==> config.mk <==
export PLATFORM = sky130hd
export DESIGN_NAME = tmbc_div
export DESIGN_NICKNAME = d
export VERILOG_FILES = /design/src/hdl/tmbc_pkg.sv /design/src/hdl/tmbc_div.sv
export SDC_FILE = /design/constraint.sdc
export NUM_CORES = 1
export LEC_CHECK = 0
export BUFFER_PORTS_ARGS = -buffer_cell sky130_fd_sc_hd__buf_2
export CAP_MARGIN = 10
export CORE_MARGIN = 3
export CORE_UTILIZATION = 35
export DETAILED_ROUTE_END_ITERATION = 12
export GPL_ROUTABILITY_DRIVEN = 0
export SLEW_MARGIN = 20
export SYNTH_ARGS = -nofsm -noshare
export SYNTH_HDL_FRONTEND = slang
export SYNTH_SLANG_ARGS = --single-unit
==> constraint.sdc <==
create_clock -name clk -period 0.8 [get_ports clk]
set_input_delay 0.08 -clock clk [delete_from_list [all_inputs] [get_ports clk]]
set_output_delay 0.08 -clock clk [all_outputs]
set_load 0.005 [all_outputs]
==> src/hdl/tmbc_pkg.sv <==
// Shared types and constants for the tile map box collision unit.
// No dependencies; used by tmbc_div, tmbc_map and the top level.
package tmbc_pkg;

  // Item opcodes
  localparam logic OP_WRITE = 1'b0;
  localparam logic OP_QUERY = 1'b1;

  // Register indexes (byte address bit 2)
  localparam logic REG_STAGE_COLS = 1'b0;
  localparam logic REG_STAGE_ROWS = 1'b1;

  // Field and bus widths
  localparam int POS_W      = 13;  // signed box position
  localparam int POS_MAG_W  = 12;  // position magnitude when non-negative
  localparam int TILE_IDX_W = 12;  // tile index carried to the map store
  localparam int MAP_IDX_W  = 6;   // tile column/row of a write beat
  localparam int OVL_W      = 5;   // overlap result width
  localparam int CFG_W      = 7;   // stage size register width
  localparam int SIZE_W     = 9;   // effective stage size, up to 256
  localparam int CFG_ADDR_W = 3;
  localparam int APB_DATA_W = 32;

  // Reciprocal divider: q = (x * floor(2^SHIFT / tile)) >> SHIFT, then one fixup
  localparam int RECIP_SHIFT = 24;
  localparam int RECIP_W     = 24;
  localparam int DIV_LATENCY = 3;

  // Map store write request
  typedef struct packed {
    logic                 en;
    logic [MAP_IDX_W-1:0] col;
    logic [MAP_IDX_W-1:0] row;
    logic                 solid;
  } map_wr_t;

  // Control carried alongside the divider pipeline
  typedef struct packed {
    logic                 op;
    logic                 neg_x;
    logic                 neg_y;
    logic [MAP_IDX_W-1:0] col;
    logic [MAP_IDX_W-1:0] row;
    logic                 solid;
  } item_ctrl_t;

endpackage

==> src/hdl/tmbc_div.sv <==
// Pipelined divide by the tile size: quotient and remainder of a 12-bit value.
// Three register stages (tmbc_pkg::DIV_LATENCY); uses tmbc_pkg constants.
module tmbc_div #(
  parameter int TILE = 16
) (
  input  logic                           clk,
  input  logic [tmbc_pkg::POS_MAG_W-1:0] x,
  output logic [$clog2(((1 << tmbc_pkg::POS_MAG_W) - 1) / TILE + 1)-1:0] q,
  output logic [$clog2(TILE)-1:0]        r
);

  localparam int QMAX   = ((1 << tmbc_pkg::POS_MAG_W) - 1) / TILE;
  localparam int QW     = $clog2(QMAX + 1);
  localparam int RW     = $clog2(TILE);
  localparam int REM_EW = RW + 1;
  localparam int PROD_W = tmbc_pkg::POS_MAG_W + tmbc_pkg::RECIP_W;
  localparam logic [tmbc_pkg::RECIP_W-1:0] RECIP =
    tmbc_pkg::RECIP_W'((1 << tmbc_pkg::RECIP_SHIFT) / TILE);

  logic [PROD_W-1:0]              prod_a;
  logic [tmbc_pkg::POS_MAG_W-1:0] x_a;
  logic [QW-1:0]                  qe_b;
  logic [REM_EW-1:0]              rem_b;
  logic                           fix_b;

  // Stage A: multiply by the reciprocal
  always_ff @(posedge clk) begin
    prod_a <= PROD_W'(x) * PROD_W'(RECIP);
    x_a    <= x;
  end

  // Stage B: estimate is exact or one low; remainder below twice the tile
  always_ff @(posedge clk) begin
    qe_b  <= prod_a[tmbc_pkg::RECIP_SHIFT +: QW];
    rem_b <= REM_EW'(x_a - tmbc_pkg::POS_MAG_W'(prod_a[tmbc_pkg::RECIP_SHIFT +: QW] * TILE));
  end

  // Stage C: one compare and subtract
  assign fix_b = (rem_b >= REM_EW'(TILE));

  always_ff @(posedge clk) begin
    q <= qe_b + QW'(fix_b);
    r <= RW'(fix_b ? rem_b - REM_EW'(TILE) : rem_b);
  end

endmodule

* Word-level counts from Yosys, hierarchy flattened
Index checks and enable logic that the tools add are counted.
** Storage, ports and cells
- Register bits after elaboration :: 37
- Input port bits :: 13
- Output and inout bits :: 12
- Word-level logic and storage cells :: 10
** Operators by class
- Add/subtract/negate cells :: 3
- Magnitude comparators :: 1
- Muxes and demuxes :: 1
** Operators by type and width (count)
- $add 8x1->8 :: 1
- $ge 5x5->1 const B :: 1
- $sub 5x5->5 :: 1
- $mux 4 :: 1
- $sub 4x1->4 const B :: 1

* Logic depth before layout (Yosys ltp)
Gate-level depths: netlist (run 1).
- Depth in word-level cells :: 2
- Gate-level depth with buffers :: 1
- Gate-level depth less buffers :: 0

* Worst setup path before layout (run 1)
OpenSTA, ideal clock, no wires.
- Path kind :: register to register
- Start :: register qe_b[3]
- End :: register q[3] in the netlist's numbering
- Setup time :: 0.111 ns
- Arrival time :: 0.342 ns
- Required time :: 0.689 ns
- Setup slack :: 0.347 ns
- Stages on the path, launching flop included :: 2
- Buffers on the path :: 1
- Clock period less this slack :: 0.453 ns
- Cells stage by stage :: dfxtp_1 > clkbuf_1
** On the way
- Cells in the longest elaborated chain, start to end :: 1
** Ends and longest elaborated chain
- from (decl) :: line tmbc_div.sv:22 : logic [QW-1:0] qe_b;
- from (signal assigned) :: line tmbc_div.sv:34 : qe_b <= prod_a[tmbc_pkg::RECIP_SHIFT +: QW];
- $add 8x1->8 :: line tmbc_div.sv:42 : q <= qe_b + QW'(fix_b);
- to (signal assigned) :: line tmbc_div.sv:42
- to (decl) :: line tmbc_div.sv:8 : output logic [$clog2(((1 << tmbc_pkg::POS_MAG_W) - 1) / TILE + 1)-1:0] q,
Every way passes these cells.

* Worst setup path after layout (run 1)
- Start :: register q[5] in the netlist's numbering
- End :: output port q[5] in the netlist's numbering
No word-level cell between the ends.

==> reports/metrics.csv, run 1 <==
stage,metric,value,unit
yosys,ys_ff_latch,36,
final_layout,drive_gt1_share,41.3,%
pwr,p_sw,0.566,mW
critical_path,cp.required,0.72,ns
yosys,syn-num-nets,54,
clock_tree,cts_root_buf,clkbuf_4,
critical_path,slowest_delay,0.33,ns
floorplanning,rows,16,
critical_path,worst_path_dominant_cell_family,flip-flops,
critical_path,r2r_start,rem_b[1]$_DFF_P_,
floorplanning,io_pins,25,
status,violations,setup timing,
critical_path,slowest_stage,dfxtp_2,
yosys,ys_seq_area_share,97.5,%
clock_tree,clock_sinks,36,
critical_path,arrival,0.75,ns
timing,maxSlewViolCount,0,
routing,vias,383,
pwr,p_clk_share,36.8,%
critical_path,cp_cell_sequence,buf_6,
routing,drt_iter0_drc,0,
routing,drc_errors,0,
clock_tree,clk-insertion-delay-late,0.32,ns
global_route,track_usage,9.05,%
routing,viasPerCell,3.58,
critical_path,cp_num_buf_inv,1,
timing,hold_violations,0,
critical_path,critPathKind,reg -> out,
global_route,grt_max_degree,12,
floorplanning,fp.dieH,52.0,um
final_layout,insertedDiodeCount,0,
critical_path,end_kind,output port,
pwr,intPower,2.62,mW
clock_tree,numCtsBuffers,5,
final_layout,final_common_cell,dfxtp_1,
yosys,synth_area,739,um2
min_path,hold_path.class,reg -> reg,
clock_tree,cts_tree,done,
pwr,power.leakage,0.493,nW
pwr,power_frac_comb,3.4,%
clock_tree,path_clk_slew,0.10,ns
routing,first_pass_iters,1,
critical_path,start_kind,register,
global_route,grt_pass1_vias,371,
pwr,vdd_drop_max,1.90,mV
timing,final.period_utilization,104,%
global_route,globalRouteOverflowTotal,0,
timing,max_slew_margin,93.5,%
timing,skew,0.00331,ns
global_route,antenna_found_initial,0,
floorplanning,die_area,0.00270,mm2
timing,fin_crit,0.833,ns
final_layout,multi_input_area,0,um2
timing,finalSetupViolCount,12,
timing,hold-worst-slack,0.332,ns
yosys,syn_area_per_cell,18.0,um2
routing,wirelength,883,um
final_layout,post-route-util,54.5,%
yosys,synthCells,41,
timing,tightest_slew,0.0974,ns
final_layout,multi_input_comb_cells,0,
yosys,synth_cell_types,2,
clock_tree,clk_path_buf_depth,2,
critical_path,cp_max_fo,1,
critical_path,cp-startpoint,q[5]$_DFF_P_,
timing,rsz0062_at_grt,true,
yosys,ys_warn_count,0,
run,cap_violations,0,
routing,drtAntennaViolNets,0,
clock_tree,h-tree-depth,2,
routing,wl_per_cell,8.25,um
clock_tree,cts_setup_buffers,0,
final_layout,final_cell_mix,"dfxtp_1, buf_2, dlygate4sd3_1, clkbuf_4, dfxtp_2",
final_layout,synthToLayoutAreaGrowth,46.0,%
pwr,p_sw_share,17.7,%
final_layout,nets,92,
pwr,p_per_area,2950,mW/mm2
min_path,min_from,qe_b[1]$_DFF_P_,
floorplanning,core,0.00198,mm2
timing,fin_ws,-0.0329,ns
timing,fmax,1.20,GHz
timing,tns,-0.250,ns
global_route,grt_pass1_wl,1.46,mm
floorplanning,die_w,52.0,um
status,status,"complete, but fails checks",
floorplanning,start_util,37.3,%
placed_design,dp_slack,0.326,ns
placed_design,place.port_buffers,24,
pwr,pwr-share-seq,59.7,%
==> cells by family (layout without fill, tap and decap cells) <==
group / Yosys count / in the layout / share of synthesized area [%]
buffers and inverters: 5 / 44 / 2.54
DFF: 36 / 36 / 97.5
==> registers in the layout, indices dropped and copies added, names as in the netlist <==
name	cells
prod_a	12
q	8
qe_b	8
r	4
rem_b	4
==> power by group through the flow <==
stage               logic (mW)  registers, mW  clock network (mW)
global route             0.120           1.92                1.31
CTS                      0.107           1.91                1.23
finish                   0.109           1.91                1.17
detailed placement      0.0623           1.95                   0
global placement        0.0608           1.94                   0
floorplan              0.00673           1.95                   0
==> final timing paths <==
| check | to | slack, ns | cells after the start |
|---|---|---|---|
| hold / removal | q[1]$_DFF_P_ | 0.33 | 0 |
| hold reg to reg | q[1]$_DFF_P_ | 0.33 | 0 |
| setup reg to reg | r[1]$_DFF_P_ | 0.40 | 0 |
| setup / recovery | q[5] | -0.03 | 1 |
==> cells in the mapped netlist <==
| library cell | count | share of area [%] |
|---|---|---|
| clkbuf_1 | 5 | 2.5 |
| dfxtp_1 | 36 | 97 |
==> per-layer routing <==
layer / up-vias / track usage, % / share of wire, %
met1: 161 / 6.56 / 37
met4: 0 / 11.8 / 5.4
li1: 195 / - / -
met3: 8 / 6.88 / 9.6
met5: - / 0 / 0
met2: 19 / 13.0 / 48
==> metrics by stage <==
stage          cells  cell area [um2]  total power [mW]
6_report         107             1080              3.19
5_1_grt          107             1080              3.35
4_1_cts          107             1070              3.24
3_5_place_dp      87              875              2.01
3_3_place_gp      87              875              2.01
2_1_floorplan     41              739              1.96
==> cell type report <==
class	instances	area, um2
Tap cell	27	33.8
Timing Repair Buffer	36	246
Clock buffer	6	41.3
Clock inverter	2	35.0
Sequential cell	36	723
Fill cell	171	902
==> timing repair <==
item | in CTS | in global routing
resized for setup | 0 | 3
hold buffers | 12 | 0
gates cloned | 0 | 0
hold endpoints to repair | 12 | 0
setup endpoints to repair | 12 | 12
No activity file was read; power rests on OpenSTA's default activity.
==> run 2, diff against run 1 <==
- CTS_BUF_LIST: default -> sky130_fd_sc_hd__clkbuf_16
- CTS_CLUSTER_DIAMETER: default -> 120
==> run 2 against run 1 <==
Net effect:
- the run now ends clean
- maximum frequency increased by 10%
- sequential share of layout area decreased by 4.8 points
- hold slack got worse by 0.011 ns
- clock-buffer cell count decreased by 1
- cell count unchanged
- critical endpoint is now q[1]
- power increased by 28%
- setup slack improved by 0.078 ns
- first-iteration DRC count unchanged
- flip-flop and latch count unchanged
- combinational power about the same
- clock power increased by 76%
- critical path type unchanged
- register-to-register slack about the same
==> reports/metrics.csv, run 2 (synthesized netlist as in run 1, its figures left out) <==
stage,metric,value,unit,change
final_layout,multi_input_comb_cells,0,,unchanged
final_layout,stdcell_count,107,,unchanged
floorplanning,fp.dieH,52.0,um,unchanged
routing,first_pass_iters,1,,unchanged
final_layout,final_cell_mix,"dfxtp_1, buf_2, dlygate4sd3_1, clkbuf_16",,
routing,drt_iter0_drc,0,,unchanged
global_route,grt_pass1_vias,356,,-4.0%
pwr,power.leakage,0.533,nW,+8.2%
critical_path,end_kind,output port,,
floorplanning,rows,16,,unchanged
final_layout,insertedDiodeCount,0,,unchanged
timing,tightest_slew,0.0655,ns,-0.0318 ns
floorplanning,die_w,52.0,um,unchanged
timing,fin_crit,0.755,ns,-0.0779 ns
floorplanning,start_util,37.3,%,unchanged
critical_path,start_kind,register,,
floorplanning,io_pins,25,,unchanged
final_layout,largestRegisters,"prod_a: 12 flops, q: 8 flops, qe_b: 8 flops",,
critical_path,cp_num_buf_inv,1,,unchanged
timing,max_slew_margin,95.6,%,+2.1 points
timing,final.period_utilization,94.4,%,-9.7 points
final_layout,post-route-util,58.5,%,+4.0 points
floorplanning,core,0.00198,mm2,unchanged
clock_tree,clock_sinks,36,,unchanged
final_layout,drive_gt1_share,38.8,%,-2.5 points
timing,fin_ws,0.0450,ns,+0.0779 ns
critical_path,arrival,0.67,ns,-0.08 ns
clock_tree,path_clk_slew,0.05,ns,-0.05 ns
final_layout,nFillCells,168,,-1.8%
timing,hold_violations,0,,unchanged
critical_path,cp_cell_sequence,buf_2,,
status,status,finished clean,,
critical_path,crit_cells,1,,unchanged
critical_path,r2r_start,qe_b[5]$_DFF_P_,,
global_route,grt_max_degree,12,,unchanged
routing,drc_errors,0,,unchanged
final_layout,top_register,prod_a,,
timing,maxSlewViolCount,0,,unchanged
timing,tns,0,ns,+0.250 ns
clock_tree,h-tree-depth,2,,unchanged
clock_tree,clk_path_buf_depth,2,,unchanged
final_layout,nets,92,,unchanged
final_layout,multi_input_area,0,um2,unchanged
routing,wl_per_cell,8.24,um,-0.11%
clock_tree,cts_root_buf,clkbuf_16,,
critical_path,slowest_delay,0.29,ns,-0.04 ns
pwr,p_per_area,3520,mW/mm2,+19%
clock_tree,cts_resized,0,,unchanged
global_route,track_usage,8.02,%,-1.0 points
critical_path,setup.worst_path.end,q[1],,
routing,viasPerCell,3.51,,-1.8%
critical_path,cp.required,0.72,ns,about the same
global_route,globalRouteOverflowTotal,0,,unchanged
critical_path,r2r-end,q[5]$_DFF_P_,,
clock_tree,cts_tree,done,,
critical_path,critPathKind,reg -> out,,
clock_tree,clk-insertion-delay-late,0.27,ns,-0.05 ns
global_route,grt_pass1_wl,1.39,mm,-4.7%
critical_path,r2r_slack,0.40,ns,about the same
critical_path,worst_path_dominant_cell_family,flip-flops,,
run,cap_violations,0,,unchanged
critical_path,slowest_stage,dfxtp_1,,
timing,finalSetupViolCount,0,,-12
routing,drtAntennaViolNets,0,,unchanged
final_layout,synthToLayoutAreaGrowth,56.7,%,
timing,fmax,1.32,GHz,+10%
timing,skew,0.00309,ns,-0.000219 ns
final_layout,final_common_cell,dfxtp_1,,
placed_design,dp_slack,0.326,ns,unchanged
critical_path,cp_max_fo,1,,unchanged
critical_path,r2r_cells,0,,unchanged
placed_design,place.port_buffers,24,,unchanged
final_layout,seq_area,721,um2,-0.35%
floorplanning,die_area,0.00270,mm2,unchanged
pwr,power.total,4.08,mW,+28%
critical_path,cp-startpoint,q[1]$_DFF_P_,,
pwr,vdd_drop_max,2.07,mV,+9.0%
routing,vias,376,,-1.8%
routing,wirelength,882,um,-0.11%
final_layout,largest_reg_flops,12,,unchanged
min_path,hold_path.class,reg -> reg,,
clock_tree,numCtsBuffers,5,,unchanged
timing,rsz0062_at_grt,false,,
placed_design,dp_cells,87,,unchanged
global_route,antenna_found_initial,0,,unchanged
==> run 2: how the worst min path moves through the flow <==
stage | slack (ns) | endpoint | start | cells after the start
finish | 0.32 | q[1]$_DFF_P_ | qe_b[1]$_DFF_P_ | 0
global route | 0.33 | q[1]$_DFF_P_ | qe_b[1]$_DFF_P_ | 0
CTS | 0.32 | rem_b[3]$_DFF_P_ | prod_a[23]$_DFF_P_ | 0
detailed placement | 0.18 | prod_a[26]$_DFF_P_ | x[6] | 1
global placement | 0.18 | prod_a[24]$_DFF_P_ | x[4] | 1
floorplan | 0.11 | prod_a[20]$_DFF_P_ | x[0] | 0
==> run 2: layer usage <==
metal  global-route usage [%]  wire, um
met4                     7.86        25
met3                     5.16        73
met1                     6.93       373
met2                     12.1       410
met5                        0         0
==> run 2: cell type report <==
cell class            instances  share of cell area (%)
tap                          27                    2.92
sequential                   36                    62.2
clock inverter                3                    3.35
clock buffer                  5                    10.8
timing repair buffer         36                    20.7
==> run 2: through the flow <==
stage	instance area, um2	hold WS (ns)
detailed placement	875	0.184
global placement	875	0.182
CTS	1160	0.324
finish	1160	0.321
global route	1160	0.329
floorplan	739	0.108
==> run 2: power breakdown <==
part	internal [mW]	switching [mW]
clock network	1.45	0.612
registers	1.89	0.0173
logic	0.0782	0.0281
total	3.42	0.658
==> run 2: what timing repair did <==
item	CTS	global route
endpoints found under the hold margin	12	0
buffers inserted	0	0
hold buffers	12	0
setup endpoints to repair	0	0
